## config.mk

```make
export PLATFORM = sky130hd
export DESIGN_NAME = differential_drive_pose_update_top
export DESIGN_NICKNAME = d
export VERILOG_FILES = /design/src/design/ddpu_pkg.sv /design/src/design/ddpu_mul.sv /design/src/design/ddpu_cordic.sv /design/src/design/differential_drive_pose_update_top.sv
export SDC_FILE = /design/constraint.sdc
export NUM_CORES = 2
export LEC_CHECK = 0
export CAP_MARGIN = 20
export CORE_MARGIN = 2
export CORE_UTILIZATION = 46
export CTS_CLUSTER_DIAMETER = 120
export DETAILED_ROUTE_END_ITERATION = 10
export DONT_BUFFER_PORTS = 1
export PLACE_DENSITY = 0.71
export SYNTH_ARGS = -nofsm -noshare
export SYNTH_HDL_FRONTEND = slang
export SYNTH_SLANG_ARGS = --single-unit
```

## constraint.sdc

```tcl
create_clock -name clk -period 9.3 [get_ports clk]
set_input_delay 1.395 -clock clk [delete_from_list [all_inputs] [get_ports clk]]
set_output_delay 1.395 -clock clk [all_outputs]
set_load 0.01 [all_outputs]
```

## src/design/ddpu_pkg.sv

```systemverilog
// ----------------------------------------------------------------------------
// Pose update package
// Widths, constants, tables and shared types of the pose update block.
// ----------------------------------------------------------------------------
`timescale 1ns / 1ps

package ddpu_pkg;

	localparam int POS_FRAC_BITS = 8;
	localparam int ANGLE_BITS    = 16;
	localparam int POS_BITS      = 12 + POS_FRAC_BITS;
	localparam int NX_W          = POS_BITS + 2;

	localparam int ARENA_W = 13;
	localparam logic [ARENA_W-1:0] ARENA_MAX = 13'd4096;

	localparam int CORDIC_STEPS = 16;
	localparam int ITER_W       = $clog2(CORDIC_STEPS);
	localparam int ZW           = 18;
	localparam int TRIG_W       = 17;
	localparam int ROUND_SH     = 16;
	localparam int CRD_W        = ROUND_SH + TRIG_W;
	localparam logic signed [CRD_W-1:0] CORDIC_K = 33'sd652032874;

	localparam int MUL_A_W = 35;
	localparam int MUL_B_W = 18;
	localparam int MUL_P_W = MUL_A_W + MUL_B_W;
	localparam int SPLIT   = 25;
	localparam int ACC_W   = MUL_P_W + SPLIT;

	localparam int POS_SHIFT = 53 - POS_FRAC_BITS;
	localparam int ANG_SHIFT = 46 - ANGLE_BITS;

	localparam logic signed [ZW-1:0] ATAN_TAB [CORDIC_STEPS] = '{
		18'sd8192, 18'sd4836, 18'sd2555, 18'sd1297, 18'sd651, 18'sd326, 18'sd163, 18'sd81,
		18'sd41,   18'sd20,   18'sd10,   18'sd5,    18'sd3,   18'sd1,   18'sd1,   18'sd0
	};

	typedef enum logic [1:0] {
		REG_ARENA_WIDTH  = 2'd0,
		REG_ARENA_HEIGHT = 2'd1,
		REG_FORWARD_GAIN = 2'd2,
		REG_TURN_GAIN    = 2'd3
	} cfg_reg_t;

	typedef struct packed {
		logic                     done;
		logic signed [TRIG_W-1:0] cos_v;
		logic signed [TRIG_W-1:0] sin_v;
	} cordic_res_t;

	function automatic logic [15:0] heading16(input logic [ANGLE_BITS-1:0] h);
		logic [ANGLE_BITS+15:0] e;
		e = {h, 16'b0};
		return e[ANGLE_BITS+15 -: 16];
	endfunction

endpackage

```

## src/design/ddpu_mul.sv

```systemverilog
// ----------------------------------------------------------------------------
// Pose update multiplier
// Shared signed multiplier with a registered product.
// ----------------------------------------------------------------------------
`timescale 1ns / 1ps

module ddpu_mul
	import ddpu_pkg::*;
(
	input  logic                      clk,
	input  logic signed [MUL_A_W-1:0] a,
	input  logic signed [MUL_B_W-1:0] b,
	output logic signed [MUL_P_W-1:0] p_q
);

	always_ff @(posedge clk) begin
		p_q <= a * b;
	end

endmodule

```

## src/design/ddpu_cordic.sv

```systemverilog
// ----------------------------------------------------------------------------
// Pose update CORDIC
// Iterative rotation-mode CORDIC giving cosine and sine in Q2.14.
// ----------------------------------------------------------------------------
`timescale 1ns / 1ps

module ddpu_cordic
	import ddpu_pkg::*;
(
	input  logic        clk,
	input  logic        arst_n,
	input  logic        start,
	input  logic [15:0] angle,
	output cordic_res_t res
);

	logic                    busy_q;
	logic                    fin_q;
	logic [ITER_W-1:0]       iter_q;
	logic signed [CRD_W-1:0] x_q;
	logic signed [CRD_W-1:0] y_q;
	logic signed [ZW-1:0]    z_q;
	logic                    flip_q;
	logic                    done_q;
	logic signed [TRIG_W-1:0] cos_q;
	logic signed [TRIG_W-1:0] sin_q;

	logic signed [16:0]      a_ext;
	logic signed [16:0]      a_fold;
	logic                    fold;
	logic signed [CRD_W-1:0] xs, ys, nx, ny, xf, yf, xr, yr;
	logic signed [ZW-1:0]    nz;

	always_comb begin
		a_ext  = 17'($signed(angle));
		a_fold = a_ext;
		fold   = 1'b0;
		if (a_ext > 17'sd16384) begin
			a_fold = a_ext - 17'sd32768;
			fold   = 1'b1;
		end else if (a_ext < -17'sd16384) begin
			a_fold = a_ext + 17'sd32768;
			fold   = 1'b1;
		end
	end

	always_comb begin
		xs = x_q >>> iter_q;
		ys = y_q >>> iter_q;
		if (!z_q[ZW-1]) begin
			nx = x_q - ys;
			ny = y_q + xs;
			nz = z_q - ATAN_TAB[iter_q];
		end else begin
			nx = x_q + ys;
			ny = y_q - xs;
			nz = z_q + ATAN_TAB[iter_q];
		end
		xf = flip_q ? -x_q : x_q;
		yf = flip_q ? -y_q : y_q;
		xr = xf + (CRD_W'(1) <<< (ROUND_SH - 1));
		yr = yf + (CRD_W'(1) <<< (ROUND_SH - 1));
	end

	always_ff @(posedge clk or negedge arst_n) begin
		if (!arst_n) begin
			busy_q <= 1'b0;
			fin_q  <= 1'b0;
			iter_q <= '0;
			done_q <= 1'b0;
		end else begin
			done_q <= fin_q;
			fin_q  <= 1'b0;
			if (start) begin
				busy_q <= 1'b1;
				iter_q <= '0;
			end else if (busy_q) begin
				iter_q <= iter_q + 1'b1;
				if (iter_q == ITER_W'(CORDIC_STEPS - 1)) begin
					busy_q <= 1'b0;
					fin_q  <= 1'b1;
				end
			end
		end
	end

	always_ff @(posedge clk) begin
		if (start) begin
			x_q    <= CORDIC_K;
			y_q    <= '0;
			z_q    <= ZW'(a_fold);
			flip_q <= fold;
		end else if (busy_q) begin
			x_q <= nx;
			y_q <= ny;
			z_q <= nz;
		end
		if (fin_q) begin
			cos_q <= xr[ROUND_SH +: TRIG_W];
			sin_q <= yr[ROUND_SH +: TRIG_W];
		end
	end

	assign res = '{done: done_q, cos_v: cos_q, sin_v: sin_q};

endmodule

```

## src/design/differential_drive_pose_update_top.sv

```systemverilog
// ----------------------------------------------------------------------------
// Differential drive pose update
// Euler-step odometry: moves a clamped position along the heading and
// advances the heading from left and right wheel speeds.
//
//   channel  | direction | handshake          | payload
//   ---------+-----------+--------------------+-------------------------------
//   request  | in        | in_valid/in_stall  | vel_left vel_right time_step
//   result   | out       | out_valid/out_stall| pos_x pos_y heading
//   config   | in        | cfg_we             | cfg_index cfg_data
//
// A request passes from acceptance through the 16-iteration CORDIC and its
// rounding, then 12 slots of the shared multiplier for the distance, heading
// and position steps, and its result is then loaded into the output register.
// in_stall is high while a request is at work; a waiting result is held in
// the output register, and the next request finishes only once it is taken.
// Reset is asynchronous and leaves the pose at the origin facing positive x.
// ----------------------------------------------------------------------------
`timescale 1ns / 1ps

module differential_drive_pose_update_top
	import ddpu_pkg::*;
(
	input  logic               clk,
	input  logic               arst_n,
	input  logic               cfg_we,
	input  logic [1:0]         cfg_index,
	input  logic [15:0]        cfg_data,
	input  logic               in_valid,
	output logic               in_stall,
	input  logic signed [15:0] vel_left,
	input  logic signed [15:0] vel_right,
	input  logic [15:0]        time_step,
	output logic               out_valid,
	input  logic               out_stall,
	output logic [19:0]        pos_x,
	output logic [19:0]        pos_y,
	output logic signed [15:0] heading
);

	typedef enum logic [1:0] {
		ST_IDLE,
		ST_CORDIC,
		ST_MUL,
		ST_DONE
	} state_t;

	typedef enum logic [3:0] {
		MS_FWD_GAIN,
		MS_TURN_GAIN,
		MS_DIST,
		MS_TURN,
		MS_COS_HI,
		MS_COS_LO,
		MS_SIN_HI,
		MS_SIN_LO,
		MS_ACC_Y,
		MS_CLAMP_X,
		MS_SUB_Y,
		MS_CLAMP_Y
	} mul_step_t;

	state_t                    state_q;
	mul_step_t                 step_q;

	logic [ARENA_W-1:0]        arena_w_q;
	logic [ARENA_W-1:0]        arena_h_q;
	logic [15:0]               fwd_gain_q;
	logic [15:0]               turn_gain_q;

	logic [POS_BITS-1:0]       x_q;
	logic [POS_BITS-1:0]       y_q;
	logic [ANGLE_BITS-1:0]     heading_q;

	logic signed [15:0]        l_q;
	logic signed [15:0]        r_q;
	logic [15:0]               dt_q;
	logic signed [MUL_A_W-1:0] pf_q;
	logic signed [MUL_A_W-1:0] pt_q;
	logic signed [MUL_P_W-1:0] d_q;
	logic signed [MUL_P_W-1:0] ph_q;
	logic signed [ACC_W-1:0]   acc_q;
	logic signed [NX_W-1:0]    dx_q;
	logic signed [NX_W-1:0]    nx_q;

	logic                      out_valid_q;
	logic [19:0]               pos_x_q;
	logic [19:0]               pos_y_q;
	logic [15:0]               heading_out_q;

	logic                      in_accept;
	logic                      in_mul;
	logic                      out_free;
	logic signed [MUL_A_W-1:0] mul_a;
	logic signed [MUL_B_W-1:0] mul_b;
	logic signed [MUL_P_W-1:0] mul_p;
	cordic_res_t               trig;

	logic signed [16:0]        sum_lr;
	logic signed [16:0]        dif_rl;
	logic signed [MUL_A_W-1:0] d_hi;
	logic signed [MUL_A_W-1:0] d_lo;
	logic signed [MUL_B_W-1:0] dt_ext;
	logic signed [ACC_W-1:0]   acc_new;
	logic signed [ACC_W-1:0]   acc_rnd;
	logic signed [MUL_P_W-1:0] ht_rnd;
	logic [POS_BITS+19:0]      x_ext;
	logic [POS_BITS+19:0]      y_ext;

	function automatic logic [POS_BITS-1:0] clamp_pos(input logic signed [NX_W-1:0] p,
			input logic [ARENA_W-1:0] size);
		logic [ARENA_W-1:0]     sz;
		logic signed [NX_W-1:0] lim;
		sz = size;
		if (sz == '0) begin
			sz = ARENA_W'(1);
		end else if (sz > ARENA_MAX) begin
			sz = ARENA_MAX;
		end
		lim = NX_W'($signed({1'b0, sz, {POS_FRAC_BITS{1'b0}}}));
		if (p < 0) begin
			return '0;
		end else if (p >= lim) begin
			return POS_BITS'({sz - ARENA_W'(1), {POS_FRAC_BITS{1'b0}}});
		end
		return p[POS_BITS-1:0];
	endfunction

	assign in_stall  = (state_q != ST_IDLE);
	assign in_accept = in_valid && !in_stall;
	assign in_mul    = (state_q == ST_MUL);
	assign out_free  = !out_valid_q || !out_stall;

	ddpu_cordic u_cordic (
		.clk    (clk),
		.arst_n (arst_n),
		.start  (in_accept),
		.angle  (heading16(heading_q)),
		.res    (trig)
	);

	ddpu_mul u_mul (
		.clk (clk),
		.a   (mul_a),
		.b   (mul_b),
		.p_q (mul_p)
	);

	// operand selection for the shared multiplier
	always_comb begin
		sum_lr = 17'(l_q) + 17'(r_q);
		dif_rl = 17'(r_q) - 17'(l_q);
		d_hi   = MUL_A_W'(d_q >>> SPLIT);
		d_lo   = MUL_A_W'($signed({1'b0, d_q[SPLIT-1:0]}));
		dt_ext = MUL_B_W'($signed({1'b0, dt_q}));
		mul_a  = '0;
		mul_b  = '0;
		case (step_q)
			MS_FWD_GAIN: begin
				mul_a = MUL_A_W'($signed({1'b0, fwd_gain_q}));
				mul_b = MUL_B_W'(sum_lr);
			end
			MS_TURN_GAIN: begin
				mul_a = MUL_A_W'($signed({1'b0, turn_gain_q}));
				mul_b = MUL_B_W'(dif_rl);
			end
			MS_DIST: begin
				mul_a = pf_q;
				mul_b = dt_ext;
			end
			MS_TURN: begin
				mul_a = pt_q;
				mul_b = dt_ext;
			end
			MS_COS_HI: begin
				mul_a = d_hi;
				mul_b = MUL_B_W'($signed(trig.cos_v));
			end
			MS_COS_LO: begin
				mul_a = d_lo;
				mul_b = MUL_B_W'($signed(trig.cos_v));
			end
			MS_SIN_HI: begin
				mul_a = d_hi;
				mul_b = MUL_B_W'($signed(trig.sin_v));
			end
			MS_SIN_LO: begin
				mul_a = d_lo;
				mul_b = MUL_B_W'($signed(trig.sin_v));
			end
			default: begin
				mul_a = '0;
				mul_b = '0;
			end
		endcase
		acc_new = (ACC_W'(ph_q) <<< SPLIT) + ACC_W'(mul_p);
		acc_rnd = acc_q + (ACC_W'(1) <<< (POS_SHIFT - 1));
		ht_rnd  = mul_p + (MUL_P_W'(1) <<< (ANG_SHIFT - 1));
	end

	always_ff @(posedge clk or negedge arst_n) begin
		if (!arst_n) begin
			arena_w_q   <= ARENA_MAX;
			arena_h_q   <= ARENA_MAX;
			fwd_gain_q  <= 16'd25600;
			turn_gain_q <= 16'd6554;
		end else if (cfg_we) begin
			case (cfg_reg_t'(cfg_index))
				REG_ARENA_WIDTH:  arena_w_q   <= cfg_data[ARENA_W-1:0];
				REG_ARENA_HEIGHT: arena_h_q   <= cfg_data[ARENA_W-1:0];
				REG_FORWARD_GAIN: fwd_gain_q  <= cfg_data;
				REG_TURN_GAIN:    turn_gain_q <= cfg_data;
				default: ;
			endcase
		end
	end

	// pose state
	always_ff @(posedge clk or negedge arst_n) begin
		if (!arst_n) begin
			x_q       <= '0;
			y_q       <= '0;
			heading_q <= '0;
		end else if (in_mul) begin
			case (step_q)
				MS_COS_HI:  heading_q <= heading_q + ht_rnd[ANG_SHIFT +: ANGLE_BITS];
				MS_CLAMP_X: x_q <= clamp_pos(nx_q, arena_w_q);
				MS_CLAMP_Y: y_q <= clamp_pos(nx_q, arena_h_q);
				default: ;
			endcase
		end
	end

	always_ff @(posedge clk) begin
		if (in_accept) begin
			l_q  <= vel_left;
			r_q  <= vel_right;
			dt_q <= time_step;
		end
		if (in_mul) begin
			case (step_q)
				MS_TURN_GAIN: pf_q <= MUL_A_W'(mul_p);
				MS_DIST:      pt_q <= MUL_A_W'(mul_p);
				MS_TURN:      d_q  <= mul_p;
				MS_COS_LO:    ph_q <= mul_p;
				MS_SIN_HI:    acc_q <= acc_new;
				MS_SIN_LO: begin
					ph_q <= mul_p;
					dx_q <= acc_rnd[POS_SHIFT +: NX_W];
				end
				MS_ACC_Y: begin
					acc_q <= acc_new;
					nx_q  <= NX_W'($signed({1'b0, x_q})) + dx_q;
				end
				MS_CLAMP_X:   dx_q <= acc_rnd[POS_SHIFT +: NX_W];
				MS_SUB_Y:     nx_q <= NX_W'($signed({1'b0, y_q})) - dx_q;
				default: ;
			endcase
		end
	end

	assign x_ext = {20'b0, x_q};
	assign y_ext = {20'b0, y_q};

	always_ff @(posedge clk or negedge arst_n) begin
		if (!arst_n) begin
			state_q       <= ST_IDLE;
			step_q        <= MS_FWD_GAIN;
			out_valid_q   <= 1'b0;
			pos_x_q       <= '0;
			pos_y_q       <= '0;
			heading_out_q <= '0;
		end else begin
			if (out_valid_q && !out_stall && state_q != ST_DONE) begin
				out_valid_q <= 1'b0;
			end
			case (state_q)
				ST_IDLE: begin
					if (in_valid) begin
						state_q <= ST_CORDIC;
					end
				end
				ST_CORDIC: begin
					if (trig.done) begin
						state_q <= ST_MUL;
						step_q  <= MS_FWD_GAIN;
					end
				end
				ST_MUL: begin
					if (step_q == MS_CLAMP_Y) begin
						state_q <= ST_DONE;
					end else begin
						step_q <= mul_step_t'(step_q + 1'b1);
					end
				end
				ST_DONE: begin
					if (out_free) begin
						out_valid_q   <= 1'b1;
						pos_x_q       <= x_ext[19:0];
						pos_y_q       <= y_ext[19:0];
						heading_out_q <= heading16(heading_q);
						state_q       <= ST_IDLE;
					end
				end
				default: state_q <= ST_IDLE;
			endcase
		end
	end

	assign out_valid = out_valid_q;
	assign pos_x     = pos_x_q;
	assign pos_y     = pos_y_q;
	assign heading   = $signed(heading_out_q);

endmodule

```

==> results by group <==
Critical path
  – Cell type group with the largest total delay on the critical path: adder cells
  – Critical Setup Path Class: reg -> reg
  – Maximum single-stage delay on the critical path: roughly 0.56 ns
  – Most frequent cell on the critical path: sky130_fd_sc_hd__fa_1
  – Crit path launch type: flip-flop
  – Kind of end point of the critical path: flip-flop
  – Required time at the endpoint of the critical path: around 10 ns
  – Count of buffering cells on the critical path with inverters included: 8
  – Data arrival time at the worst-slack endpoint: approximately 10 ns
  – Library cell contributing the largest single delay on the critical path: sky130_fd_sc_hd__fa_1
  – Largest fanout on the critical path: 11

Detailed routing
  – DRC: 0
  – Via/cell ratio: 5.767
  – Post-detailed-routing wire length: approximately 170000 um
  – Via total after detailed routing: between 40000 and 50000
  – Number of iterations in the first detailed-routing pass: 8
  – Remaining antenna violation count: 0
  – Number of design-rule violations left by the first detailed-router iteration: 4266
  – Avg WL per Cell: 20.58 um

Die
  – Initial cell density of the core: approximately 46%
  – Full die area: between 100000 and 150000 um^2
  – Total core area: about 130000 um^2
  – Die height: approximately 370 um
  – Rows: ~130
  – Die span in x: between 300 and 400 um
  – # IOs: between 100 and 150

Timing
  – Final critical-path share of the clock period: 102.3%
  – Minimum clock period after layout: 9.515 ns
  – Max Transition Viols Final: 0
  – Final worst setup slack: -0.2148 ns
  – Slew margin rel.: approximately 29%
  – Slew at the pin with the worst max-slew slack: between 1 and 1.5 ns
  – Setup Total Neg Slack: -0.9586 ns
  – RSZ-0062 raised after global routing: yes
  – Setup clock skew after layout: 0.03432 ns
  – Final count of negative-setup-slack endpoints: 10
  – Worst hold margin: between 0.4 and 0.5 ns
  – Fmax achieved: about 110 MHz
  – Fin. Hold Viols: 0

Place
  – Final estimated routing congestion in global placement: 0.9306
  – Number of buffer cells added on primary ports: 0
  – Post-DP HPWL: 130000 um

Synthesis
  – Synthesized area divided by synthesized cell count: ~9.7 um^2
  – Fraction of synthesized cell area taken by the top area cell type: 19.96%
  – Summed instance area of the synthesized netlist: about 61000 um^2
  – Fraction of synthesis flops using an asynchronous set or reset pin: a little under 30%
  – Largest area contributor in the synthesized netlist: sky130_fd_sc_hd__fa_1
  – Register area share after synthesis: 27.83%
  – Syn. warnings: 0
  – Cell variety after synth: 99
  – Instance count of the mapped netlist: around 6300
  – Most area-consuming cells after synthesis: sky130_fd_sc_hd__fa_1 20%, sky130_fd_sc_hd__edfxtp_1 16%, sky130_fd_sc_hd__ha_1 7.6%
  – Most frequently used flop master after synthesis: sky130_fd_sc_hd__edfxtp_1
  – #FFs+latches synth: approximately 640
  – Net count after synthesis: between 7000 and 8000
  – Post-synth EDFFs: between 300 and 400

Layout
  – # nets final: between 7000 and 8000
  – Layout area overhead: 11.03%
  – Ratio of cells with drive above 1 in the final layout: 12.96%
  – Number of antenna diodes: 0
  – Number of inserted filler cells in the final layout: around 12000

CTS
  – H-tree Lvls: 3
  – Cts hold-fix bufs: 0
  – Total CTS buffers: a little under 70
  – TritonCTS clock tree: done
  – Bufs on Longest Clock Path: 3
  – CTS clock-pin slew for the worst setup and hold paths: roughly 0.07 ns
  – Clock latency on the worst-skew pair: ~0.67 ns
  – Master cell of the clock root buffer: sky130_fd_sc_hd__clkbuf_16
  – Total clock sinks: 636

Status
  – Outcome: finished, violations left
  – Violated checks: negative setup slack

Flow run
  – Number of maximum-capacitance constraint violations: 0

Global route
  – Largest net degree at the start of global routing: around 190
  – Global-route wire length before repair: about 270000 um
  – Initial antenna violation count: 4
  – All-Layer GR Usage: 24.74%
  – GR Overflow Total: 0
  – Via count of the first global-routing pass: approximately 48000

Worst hold path
  – Type of the tightest min-delay check: in -> async
[Yosys cell counts, types with 13 or more instances]
cell,count
sky130_fd_sc_hd__a21oi_1,292
sky130_fd_sc_hd__a221o_1,16
sky130_fd_sc_hd__nor4_1,24
sky130_fd_sc_hd__or2_2,19
sky130_fd_sc_hd__nor2_1,368
sky130_fd_sc_hd__mux4_2,72
sky130_fd_sc_hd__ha_1,369
sky130_fd_sc_hd__a21o_1,86
sky130_fd_sc_hd__nand4_1,33
sky130_fd_sc_hd__and3_1,39
sky130_fd_sc_hd__nand2b_1,44
sky130_fd_sc_hd__or3_1,23
sky130_fd_sc_hd__o21a_1,46
sky130_fd_sc_hd__inv_1,820
sky130_fd_sc_hd__a22oi_1,74
sky130_fd_sc_hd__nor2b_1,86
sky130_fd_sc_hd__xor2_1,121
sky130_fd_sc_hd__a22o_1,22
sky130_fd_sc_hd__xnor2_1,262
sky130_fd_sc_hd__dfrtp_1,172
sky130_fd_sc_hd__mux2_2,145
sky130_fd_sc_hd__o21bai_1,27
sky130_fd_sc_hd__o22ai_1,23
sky130_fd_sc_hd__fa_1,609
sky130_fd_sc_hd__and2_1,88
sky130_fd_sc_hd__o21ai_0,198
sky130_fd_sc_hd__nor3_1,72
sky130_fd_sc_hd__o31ai_1,34
sky130_fd_sc_hd__buf_1,23
sky130_fd_sc_hd__edfxtp_1,333
sky130_fd_sc_hd__buf_2,17
sky130_fd_sc_hd__a211oi_1,38
sky130_fd_sc_hd__nand2_1,792
sky130_fd_sc_hd__clkbuf_1,238
sky130_fd_sc_hd__dfxtp_1,119
sky130_fd_sc_hd__nand3_1,91
sky130_fd_sc_hd__a31oi_1,42
sky130_fd_sc_hd__o211ai_1,35
sky130_fd_sc_hd__a222oi_1,13
sky130_fd_sc_hd__mux2i_1,99
[per-layer routing]
layer  track usage (%)  share of wire, %  vias up
met1             33.25                41    23700
met5                 0             0.024        -
li1                  -                 -    21390
met2             40.81                47     1831
met3             4.921               8.6      304
met4             6.546               2.9        6
[metrics by stage]
stage | util, % | instances | worst slack, ns | cell area (um^2)
2_1_floorplan | - | 6267 | 0.001453 | 61200
3_3_place_gp | 49.12 | 8029 | -0.6927 | 64660
3_5_place_dp | 49.13 | 8030 | -0.7204 | 64670
4_1_cts | 51.22 | 8177 | -0.2589 | 67420
5_1_grt | 51.53 | 8189 | -0.7988 | 67820
6_report | 51.53 | 8189 | -0.2148 | 67820
[cells in the final DEF, fill, tap and decap left out, types with 145 or more instances in the layout]
master | Yosys | final
sky130_fd_sc_hd__buf_4 | 6 | 310
sky130_fd_sc_hd__ha_1 | 369 | 361
sky130_fd_sc_hd__edfxtp_1 | 333 | 333
sky130_fd_sc_hd__nand2_1 | 792 | 787
sky130_fd_sc_hd__dfrtp_1 | 172 | 167
sky130_fd_sc_hd__fa_1 | 609 | 604
sky130_fd_sc_hd__xnor2_1 | 262 | 258
sky130_fd_sc_hd__nor2_1 | 368 | 358
sky130_fd_sc_hd__inv_1 | 820 | 815
sky130_fd_sc_hd__o21ai_0 | 198 | 185
sky130_fd_sc_hd__a21oi_1 | 292 | 266
sky130_fd_sc_hd__mux2_2 | 145 | 145
[final cells by class]
cell class	count	area (um^2)	share of cell area, %
Multi-Input combinational cell	4511	40390	59.55
Sequential cell	636	17010	25.08
Inverter	826	3103	4.575
Timing Repair Buffer	335	2793	4.118
Tap cell	1755	2196	3.238
Clock buffer	93	1928	2.843
Clock inverter	33	404.1	0.5959
[what timing repair did]
| action | 4_1_cts | 5_1_grt |
|---|---|---|
| endpoints found under the setup margin | 23 | 34 |
| setup buffers | 21 | 11 |
| cloned | 2 | 0 |
| pin swaps | 52 | 62 |
| gates resized for setup | 54 | 66 |
[sequential cells by signal, indices dropped and copies added, names as in the netlist, 22 cells and up]
register,cells
nx_q,22
u_cordic.y_q,33
acc_q,23
dx_q,22
u_cordic.x_q,33
u_mul.p_q,53
ph_q,42
d_q,53
pt_q,35
pf_q,35
[cell families (layout without fill, tap and decap cells)]
family / after synthesis / count (layout) / share of synthesized area [%]
flops: 636 / 636 / 27.83
xor+xnor: 383 / 383 / 5.491
buf+inv: 1120 / 1287 / 7.103
mux: 328 / 328 / 7.446
fa+ha+maj: 980 / 980 / 27.55
compound gates: 1081 / 1081 / 11.62
simple gates: 1739 / 1739 / 12.96
[worst paths after layout]
| kind | from | to | slack (ns) | depth (start not counted) |
|---|---|---|---|---|
| setup reg to reg | l_q[2] | u_mul.p_q[51] | -0.21 | 40 |
| hold / removal | arst_n | u_cordic.iter_q[2] | 0.45 | 0 |
| max in group asynchronous | arst_n | x_q[16] | 8.37 | 0 |
| hold reg to reg | u_mul.p_q[47] | d_q[47] | 0.51 | 0 |
| setup / recovery | l_q[2] | u_mul.p_q[51] | -0.21 | 40 |
| min in group clk | u_mul.p_q[47] | d_q[47] | 0.51 | 0 |
Power is left out: the tool's default activity adds up to more than one toggle a clock period on the data nets, which glitch-free logic cannot reach.
